--- src/rtl/core/sha256_message_hasher_macros.svh ---
// assertion helpers for the sha-256 message hasher
`ifndef SHA256_MESSAGE_HASHER_MACROS_SVH
`define SHA256_MESSAGE_HASHER_MACROS_SVH

`ifndef SYNTHESIS

// check on every clock edge outside reset
`define SMH_ASSERT(name, prop, msg) \
  name: assert property (@(posedge clk_i) disable iff (!rst_ni) prop) else $error(msg);

// check on every clock edge, reset included
`define SMH_ASSERT_NR(name, prop, msg) \
  name: assert property (@(posedge clk_i) prop) else $error(msg);

`else

`define SMH_ASSERT(name, prop, msg)
`define SMH_ASSERT_NR(name, prop, msg)

`endif

`endif

--- src/rtl/core/sha256mh_pkg.sv ---
package sha256mh_pkg;

  typedef logic [31:0] word_t;
  typedef word_t [7:0] hash_t;

  // input request
  typedef struct packed {
    logic [7:0] message_byte;
    logic       byte_present;
    logic       message_end;
  } in_req_t;

  // output request
  typedef struct packed {
    logic [31:0] digest_word;
    logic [2:0]  word_number;
    logic        digest_done;
  } out_req_t;

  // control from the sequencer to the round unit
  typedef struct packed {
    logic load;  // copy chaining value into the working variables
    logic step;  // run one compression round
    logic rot;   // rotate working variables by one word
  } rnd_ctrl_t;

  localparam logic [7:0] PadMark = 8'h80;
  localparam logic [5:0] LenPos  = 6'd56;
  localparam logic [5:0] LastPos = 6'd63;

  // initial hash, element 7 first
  localparam hash_t InitHash = '{
    32'h5be0cd19, 32'h1f83d9ab, 32'h9b05688c, 32'h510e527f,
    32'ha54ff53a, 32'h3c6ef372, 32'hbb67ae85, 32'h6a09e667
  };

  localparam word_t RoundK [64] = '{
    32'h428a2f98, 32'h71374491, 32'hb5c0fbcf, 32'he9b5dba5,
    32'h3956c25b, 32'h59f111f1, 32'h923f82a4, 32'hab1c5ed5,
    32'hd807aa98, 32'h12835b01, 32'h243185be, 32'h550c7dc3,
    32'h72be5d74, 32'h80deb1fe, 32'h9bdc06a7, 32'hc19bf174,
    32'he49b69c1, 32'hefbe4786, 32'h0fc19dc6, 32'h240ca1cc,
    32'h2de92c6f, 32'h4a7484aa, 32'h5cb0a9dc, 32'h76f988da,
    32'h983e5152, 32'ha831c66d, 32'hb00327c8, 32'hbf597fc7,
    32'hc6e00bf3, 32'hd5a79147, 32'h06ca6351, 32'h14292967,
    32'h27b70a85, 32'h2e1b2138, 32'h4d2c6dfc, 32'h53380d13,
    32'h650a7354, 32'h766a0abb, 32'h81c2c92e, 32'h92722c85,
    32'ha2bfe8a1, 32'ha81a664b, 32'hc24b8b70, 32'hc76c51a3,
    32'hd192e819, 32'hd6990624, 32'hf40e3585, 32'h106aa070,
    32'h19a4c116, 32'h1e376c08, 32'h2748774c, 32'h34b0bcb5,
    32'h391c0cb3, 32'h4ed8aa4a, 32'h5b9cca4f, 32'h682e6ff3,
    32'h748f82ee, 32'h78a5636f, 32'h84c87814, 32'h8cc70208,
    32'h90befffa, 32'ha4506ceb, 32'hbef9a3f7, 32'hc67178f2
  };

  function automatic word_t rotr(word_t x, int unsigned n);
    return (x >> n) | (x << (32 - n));
  endfunction

  function automatic word_t big_sigma0(word_t x);
    return rotr(x, 2) ^ rotr(x, 13) ^ rotr(x, 22);
  endfunction

  function automatic word_t big_sigma1(word_t x);
    return rotr(x, 6) ^ rotr(x, 11) ^ rotr(x, 25);
  endfunction

  function automatic word_t small_sigma0(word_t x);
    return rotr(x, 7) ^ rotr(x, 18) ^ (x >> 3);
  endfunction

  function automatic word_t small_sigma1(word_t x);
    return rotr(x, 17) ^ rotr(x, 19) ^ (x >> 10);
  endfunction

endpackage

--- src/rtl/core/sha256mh_round.sv ---
module sha256mh_round (
  input  logic                    clk_i,
  input  sha256mh_pkg::rnd_ctrl_t ctrl_i,
  input  sha256mh_pkg::hash_t     hash_i,
  input  sha256mh_pkg::word_t     w_i,
  input  sha256mh_pkg::word_t     k_i,
  output sha256mh_pkg::word_t     work0_o
);
  import sha256mh_pkg::*;

  hash_t work_q;
  hash_t work_d;
  word_t t1;
  word_t t2;
  word_t ch;
  word_t maj;

  assign ch  = (work_q[4] & work_q[5]) ^ (~work_q[4] & work_q[6]);
  assign maj = (work_q[0] & work_q[1]) ^ (work_q[0] & work_q[2]) ^ (work_q[1] & work_q[2]);
  assign t1  = work_q[7] + big_sigma1(work_q[4]) + ch + k_i + w_i;
  assign t2  = big_sigma0(work_q[0]) + maj;

  always_comb begin
    work_d = work_q;
    if (ctrl_i.load) begin
      work_d = hash_i;
    end else if (ctrl_i.step) begin
      work_d[7] = work_q[6];
      work_d[6] = work_q[5];
      work_d[5] = work_q[4];
      work_d[4] = work_q[3] + t1;
      work_d[3] = work_q[2];
      work_d[2] = work_q[1];
      work_d[1] = work_q[0];
      work_d[0] = t1 + t2;
    end else if (ctrl_i.rot) begin
      // feed words out one by one for the chaining update
      for (int i = 0; i < 7; i++) begin
        work_d[i] = work_q[i+1];
      end
      work_d[7] = work_q[0];
    end
  end

  always_ff @(posedge clk_i) begin
    work_q <= work_d;
  end

  assign work0_o = work_q[0];

endmodule

--- src/rtl/core/sha256_message_hasher.sv ---
// sha-256 over a byte stream: message bytes are taken only while the sequencer is idle
// a full block runs 64 rounds on the shared round unit, then 8 chaining-update steps
// end of message: padding bytes shift in, then one block (two if length spills) is hashed
// the digest then leaves as 8 words, one per accepted output cycle
// async active-low reset: chaining value to the initial hash, byte count to zero, idle
module sha256_message_hasher (
  input  logic                   clk_i,
  input  logic                   rst_ni,
  input  logic                   in_valid_i,
  output logic                   in_ready_o,
  input  sha256mh_pkg::in_req_t  in_req_i,
  output logic                   out_valid_o,
  input  logic                   out_ready_i,
  output sha256mh_pkg::out_req_t out_req_o
);
  import sha256mh_pkg::*;

  `include "sha256_message_hasher_macros.svh"

  // sequencer states
  typedef enum logic [4:0] {
    ST_IDLE = 5'b00001,  // waiting for message bytes
    ST_PAD  = 5'b00010,  // shifting in padding and length bytes
    ST_COMP = 5'b00100,  // 64 compression rounds
    ST_FOLD = 5'b01000,  // adding working variables into the chaining value
    ST_OUT  = 5'b10000   // sending digest words
  } state_e;

  state_e        state_q, state_d;
  logic [5:0]    round_q, round_d;   // round index, also fold and word counter
  logic [5:0]    pos_q, pos_d;       // byte position within the current block
  logic [60:0]   count_q, count_d;   // message length in bytes, wraps
  logic          end_q, end_d;       // message has ended, padding outstanding
  logic          first_q, first_d;   // next padding byte is the 0x80 marker
  logic          extra_q, extra_d;   // length goes into a further block
  logic          last_q, last_d;     // current block is the final one
  logic [511:0]  blk_q;              // block buffer, doubles as schedule window
  hash_t         hash_q;             // chaining value

  rnd_ctrl_t     ctrl;
  logic          in_acc;
  logic          out_acc;
  logic          extra_now;
  logic [63:0]   len_bits;
  logic [2:0]    len_idx;
  logic [7:0]    pad_byte;
  word_t         w0, w1, w9, w14;
  word_t         w_new;
  word_t         work0;
  logic          round_run;          // a round other than the last is running
  logic [5:0]    round_nxt;
  logic          out_last;           // final digest word accepted

  assign in_ready_o  = (state_q == ST_IDLE);
  assign out_valid_o = (state_q == ST_OUT);
  assign in_acc      = in_valid_i && in_ready_o;
  assign out_acc     = out_valid_o && out_ready_i;

  // schedule window taps, word 0 is the oldest
  assign w0    = blk_q[511:480];
  assign w1    = blk_q[479:448];
  assign w9    = blk_q[223:192];
  assign w14   = blk_q[63:32];
  assign w_new = small_sigma1(w14) + w9 + small_sigma0(w1) + w0;

  // padding byte: marker, zeros, then the big-endian bit length
  assign len_bits  = {count_q, 3'b000};
  assign len_idx   = 3'd7 - pos_q[2:0];
  assign extra_now = first_q ? (pos_q >= LenPos) : extra_q;
  always_comb begin
    if (first_q) begin
      pad_byte = PadMark;
    end else if ((pos_q >= LenPos) && !extra_q) begin
      pad_byte = len_bits[{len_idx, 3'b000} +: 8];
    end else begin
      pad_byte = 8'h00;
    end
  end

  // sequencer
  always_comb begin
    state_d = state_q;
    round_d = round_q;
    pos_d   = pos_q;
    count_d = count_q;
    end_d   = end_q;
    first_d = first_q;
    extra_d = extra_q;
    last_d  = last_q;
    ctrl    = '0;
    case (state_q)
      ST_IDLE: begin
        if (in_acc) begin
          if (in_req_i.byte_present) begin
            pos_d   = pos_q + 6'd1;
            count_d = count_q + 61'd1;
          end
          if (in_req_i.message_end) begin
            end_d   = 1'b1;
            first_d = 1'b1;
          end
          if (in_req_i.byte_present && (pos_q == LastPos)) begin
            state_d   = ST_COMP;
            ctrl.load = 1'b1;
            round_d   = '0;
          end else if (in_req_i.message_end) begin
            state_d = ST_PAD;
          end
        end
      end
      ST_PAD: begin
        pos_d   = pos_q + 6'd1;
        first_d = 1'b0;
        extra_d = extra_now;
        if (pos_q == LastPos) begin
          state_d   = ST_COMP;
          ctrl.load = 1'b1;
          round_d   = '0;
          if (extra_now) begin
            extra_d = 1'b0;
          end else begin
            last_d = 1'b1;
          end
        end
      end
      ST_COMP: begin
        ctrl.step = 1'b1;
        round_d   = round_q + 6'd1;
        if (round_q == LastPos) begin
          state_d = ST_FOLD;
        end
      end
      ST_FOLD: begin
        ctrl.rot = 1'b1;
        round_d  = round_q + 6'd1;
        if (round_q[2:0] == 3'd7) begin
          round_d = '0;
          if (last_q) begin
            state_d = ST_OUT;
          end else if (end_q) begin
            state_d = ST_PAD;
          end else begin
            state_d = ST_IDLE;
          end
        end
      end
      ST_OUT: begin
        if (out_acc) begin
          round_d = round_q + 6'd1;
          if (round_q[2:0] == 3'd7) begin
            round_d = '0;
            state_d = ST_IDLE;
            end_d   = 1'b0;
            last_d  = 1'b0;
            count_d = '0;
            pos_d   = '0;
          end
        end
      end
      default: begin
        state_d = ST_IDLE;
      end
    endcase
  end

  always_ff @(posedge clk_i or negedge rst_ni) begin
    if (!rst_ni) begin
      state_q <= ST_IDLE;
      round_q <= '0;
      pos_q   <= '0;
      count_q <= '0;
      end_q   <= 1'b0;
      first_q <= 1'b0;
      extra_q <= 1'b0;
      last_q  <= 1'b0;
    end else begin
      state_q <= state_d;
      round_q <= round_d;
      pos_q   <= pos_d;
      count_q <= count_d;
      end_q   <= end_d;
      first_q <= first_d;
      extra_q <= extra_d;
      last_q  <= last_d;
    end
  end

  // block buffer: bytes shift in at the bottom, schedule words shift out at the top
  always_ff @(posedge clk_i) begin
    if (in_acc && in_req_i.byte_present) begin
      blk_q <= {blk_q[503:0], in_req_i.message_byte};
    end else if (state_q == ST_PAD) begin
      blk_q <= {blk_q[503:0], pad_byte};
    end else if (state_q == ST_COMP) begin
      blk_q <= {blk_q[479:0], w_new};
    end
  end

  // chaining value: adder rotation while folding, plain rotation while sending words
  always_ff @(posedge clk_i or negedge rst_ni) begin
    if (!rst_ni) begin
      hash_q <= InitHash;
    end else if (state_q == ST_FOLD) begin
      hash_q <= {hash_q[0] + work0, hash_q[7:1]};
    end else if (out_acc) begin
      if (round_q[2:0] == 3'd7) begin
        hash_q <= InitHash;
      end else begin
        hash_q <= {hash_q[0], hash_q[7:1]};
      end
    end
  end

  sha256mh_round u_round (
    .clk_i   (clk_i),
    .ctrl_i  (ctrl),
    .hash_i  (hash_q),
    .w_i     (w0),
    .k_i     (RoundK[round_q]),
    .work0_o (work0)
  );

  assign out_req_o.digest_word = hash_q[0];
  assign out_req_o.word_number = round_q[2:0];
  assign out_req_o.digest_done = (round_q[2:0] == 3'd7);

  assign round_run = (state_q == ST_COMP) && (round_q != LastPos);
  assign round_nxt = round_q + 6'd1;
  assign out_last  = out_acc && out_req_o.digest_done;

  // input and output sides are never open together
  `SMH_ASSERT(a_side_excl, !(in_ready_o && out_valid_o), "input and output open together")
  // rounds advance one per cycle without a gap
  `SMH_ASSERT(a_round_step, round_run |=> (round_q == $past(round_nxt)), "round counter slipped")
  // a digest always starts with word zero
  `SMH_ASSERT(a_out_first, $rose(out_valid_o) |-> (out_req_o.word_number == 3'd0), "bad first word")
  // block position tracks the byte count while idle
  `SMH_ASSERT(a_pos_track, (state_q == ST_IDLE) |-> (pos_q == count_q[5:0]), "position off count")
  // after the final word the next message starts from scratch
  `SMH_ASSERT(a_clear_after, out_last |=> in_ready_o && (count_q == 61'd0), "state not cleared")

endmodule

--- config.mk ---
export PLATFORM = sky130hd
export DESIGN_NAME = sha256_message_hasher
export DESIGN_NICKNAME = d
export VERILOG_FILES = /design/src/rtl/core/sha256mh_pkg.sv /design/src/rtl/core/sha256mh_round.sv /design/src/rtl/core/sha256_message_hasher.sv
export VERILOG_INCLUDE_DIRS = /design/src /design/src/rtl/core
export SDC_FILE = /design/constraint.sdc
export NUM_CORES = 2
export LEC_CHECK = 0
export BUFFER_PORTS_ARGS = -buffer_cell sky130_fd_sc_hd__clkbuf_2
export CAP_MARGIN = 0
export CORE_MARGIN = 2
export CORE_UTILIZATION = 48
export CTS_CLUSTER_SIZE = 25
export DETAILED_ROUTE_END_ITERATION = 8
export PLACE_DENSITY = 0.63
export SLEW_MARGIN = 20
export SYNTH_ARGS = -nofsm -noshare
export SYNTH_HDL_FRONTEND = slang
export SYNTH_SLANG_ARGS = --single-unit
--- constraint.sdc ---
create_clock -name clk_i -period 19.6 [get_ports clk_i]
set_clock_uncertainty 0.2 [all_clocks]
set_input_delay 2.94 -clock clk_i [delete_from_list [all_inputs] [get_ports clk_i]]
set_output_delay 2.94 -clock clk_i [all_outputs]
set_load 0.005 [all_outputs]
==> flow_summary.toml <==
[critical_path]
crit_required_ns = 19.86
cp_max_fo = 20
crit_arrival_ns = 9.53
crit_top_cell = "inv_1"
slowest_delay_ns = 0.62
worstRegToRegCells = 33
endpoint_kind = "flip-flop"
crit_type = "flip-flop to flip-flop"
slowest_stage = "dfrtp_1"
start_kind = "flip-flop"

[placed_design]
placed_area_um2 = 68400
gp_congestion = 0.966
dpl_worst_slack_ns = 10.45
port_buffers = 51
dp_hpwl_um = 144000

[clock_network]
clk_latency_ns = 0.77
cts_buffer_depth = 3
cts.sinks = 1106
postCtsSetupRepairBufs = 0
htree_levels = 3
cts_tree = "done"
ctsResizeCount = 0
cts_made_buffers = 119
clk_pin_slew_ns = 0.06
hold_buffers = 0
cts-root-buf = "clkbuf_16"

[die]
core.rowCount = 137
die_y_um = 378
die_w_um = 378
die-area_um2 = 143000
coreArea_um2 = 139000
num_io_pins = 52
initial_core_util_pct = 48.3

[routing]
drt_iter0_drc = 5650
vias = 51964
viasPerCell = 5.72
ant_nets = 0
firstDrtPassIters = 6
totalWireLength_um = 204000
wire_per_inst_um = 22.4
drcViolationCount = 0

[cells_and_area]
area_growth_pct = 7.42
fin_util_pct = 51.8
final_area_um2 = 72300
nNetsFinal = 7504
fillers = 12796
drive_above_1_share_pct = 7.39

[logic_synthesis]
avgSynthCellArea_um2 = 9.08
synthesis.area_um2 = 67300
netlist-cell-type-count = 95
synth_edf_count = 768
ys_seq_area_share_pct = 47.1
synthFlopType = "edfxtp_1"
netlist_instances = 7412
synth_warnings = 0
ys_ff_latch = 1106
synth-async-reset-ratio_pct = 30.6
syn_nets = 7808

[timing]
maxSlewViolCount = 0
finalSetupViolations = 0
rsz0062_at_grt = "false"
slew_headroom_pct = 20.9
timing.final.ws_setup_ns = 10.34
tightestPinTransition_ns = 1.17
period_minus_slack_ns = 9.26
hold_viol = 0
holdWs_ns = 0.286
fmax_mhz = 108
finalCritPeriodShare_pct = 47.3
setup_tns_ns = 0

[global_routing]
grt_use_met2_pct = 43.7
met3_usage_pct = 4.06
antenna_found_initial = 3
grt_pass1_wl_um = 308000
grt_max_degree = 234
grtUsageTotal_pct = 28.3
grt_pass1_vias = 49713
grtUsageMet1_pct = 40.2
grt_overflow = 0
grt.busiest_layer = "met2"

[outcome]
status = "completed"

[min_path]
hold_path_depth = 2
hold_class = "flip-flop to flip-flop"

[pwr]
leakagePower_nw = 30.3
vdd_ir_drop_max_mv = 0.0861
p_per_area_nw_per_um2 = 65.6

[job]
maxCapViolCount = 0
==> routing by layer <==
layer | part of all wire [%] | vias up | wire length [µm]
met5 | 0.0059 | - | 12
met4 | 4.5 | 2 | 9160
met3 | 6.4 | 373 | 13100
met2 | 45 | 1750 | 91900
met1 | 44 | 25477 | 89700
li1 | - | 24362 | -
==> flip-flops by register name (all words and copies together), names as in the netlist, 5 cells and up <==
signal and cells:
out_req_o 32, pos_q 6, count_q 61, u_round.work0_o 32
round_q 6, state_q 5, u_round.work_q 224, hash_q 224
blk_q 512
==> path summary, 6_finish.rpt <==
kind	startpoint	to	slack [ns]
setup / recovery	round_q[0]	u_round.work0_o[31]	10.34
hold reg to reg	hash_q[127]	hash_q[127]	0.29
setup reg to reg	round_q[0]	u_round.work0_o[31]	10.34
min in group asynchronous	rst_ni	hash_q[144]	2.05
max in group asynchronous	rst_ni	hash_q[58]	14.99
hold / removal	hash_q[127]	hash_q[127]	0.29
==> power breakdown <==
group | internal (mW) | switching (mW)
logic | 0.00187 | 0.0159
registers | 2.48 | 0.0000423
clock network | 1.26 | 0.980
total | 3.74 | 0.996
==> layout by cell type, fill, tap and decap left out, types with 19 or more instances in the layout <==
cell type / count
a211oi_1: 37
a21o_1: 54
a21oi_1: 277
a31oi_1: 233
and3_1: 37
buf_4: 54
clkbuf_1: 37
clkbuf_16: 122
clkbuf_2: 50
clkbuf_8: 20
clkinv_2: 27
dfrtp_1: 197
dfstp_2: 137
edfxtp_1: 768
fa_1: 190
ha_1: 191
inv_1: 294
maj3_1: 21
mux2_2: 25
mux2i_1: 30
nand2_1: 2238
nand2b_1: 33
nand3_1: 74
nand4_1: 20
nor2_1: 573
nor2b_1: 24
nor3_1: 47
o211ai_1: 31
o21a_1: 24
o21ai_0: 539
o21bai_1: 19
or3_1: 36
xnor2_1: 281
xor2_1: 157
==> critical path: cells and delay by family, from the launching register on <==
kind                       cells  cell delay, ns
AOI/OAI and AO/OA             15            3.54
adders and majority gates      6            2.48
buffers and inverters          5            0.95
and+or+nand+nor                5            0.86
DFF                            1            0.62
xor gates and xnor gates       2            0.39
==> cell usage after synthesis (17+ instances only) <==
| master | instances | area [µm²] |
|---|---|---|
| a21o_1 | 54 | 405 |
| buf_1 | 21 | 78.8 |
| nor2_1 | 576 | 2160 |
| and3_1 | 39 | 244 |
| o21bai_1 | 19 | 143 |
| edfxtp_1 | 768 | 23100 |
| xnor2_1 | 281 | 2460 |
| mux2i_1 | 30 | 300 |
| nand2b_1 | 33 | 206 |
| nor3_1 | 47 | 235 |
| clkbuf_1 | 441 | 1660 |
| a21oi_1 | 277 | 1390 |
| nand2_1 | 2241 | 8410 |
| o211ai_1 | 31 | 233 |
| nor3b_1 | 18 | 135 |
| o21a_1 | 24 | 180 |
| or3_1 | 36 | 225 |
| a211oi_1 | 37 | 278 |
| nand4_1 | 20 | 125 |
| xor2_1 | 157 | 1380 |
| maj3_1 | 21 | 210 |
| buf_4 | 35 | 263 |
| buf_2 | 43 | 215 |
| dfstp_2 | 137 | 3600 |
| nor2b_1 | 24 | 150 |
| o21ai_0 | 541 | 2710 |
| fa_1 | 190 | 3800 |
| inv_1 | 295 | 1110 |
| dfrtp_1 | 201 | 5030 |
| nand3_1 | 77 | 385 |
| ha_1 | 192 | 2400 |
| mux4_2 | 17 | 383 |
| a31oi_1 | 233 | 1460 |
| mux2_2 | 25 | 282 |
==> kinds of logic after synthesis <==
| logic type | count (synthesis) | synth area share (%) |
|---|---|---|
| adders and majority gates | 403 | 9.54 |
| and+or+nand+nor | 3172 | 19.0 |
| xor gates and xnor gates | 438 | 5.70 |
| buffers and inverters | 838 | 4.95 |
| DFF | 1106 | 47.1 |
| muxes | 72 | 1.43 |
| AOI/OAI and AO/OA | 1383 | 12.3 |
==> area by class of cell <==
cell class	count	area [µm²]	area share (%)
Antenna cell	1	2.50	0.00346
Clock buffer	179	3470	4.80
Clock inverter	45	419	0.580
Inverter	298	1120	1.55
Multi-Input combinational cell	5468	32300	44.8
Sequential cell	1106	31700	43.9
Tap cell	1876	2350	3.25
Timing Repair Buffer	115	862	1.19
==> metrics by stage <==
| step | power (mW) | std cells |
|---|---|---|
| 3_5_place_dp | 2.54 | 8863 |
| 2_1_floorplan | 2.52 | 7412 |
| 4_1_cts | 4.78 | 9087 |
| 6_report | 4.74 | 9088 |
| 3_3_place_gp | 2.54 | 8863 |
| 5_1_grt | 4.86 | 9087 |
Power figures use the tool's default switching activity.
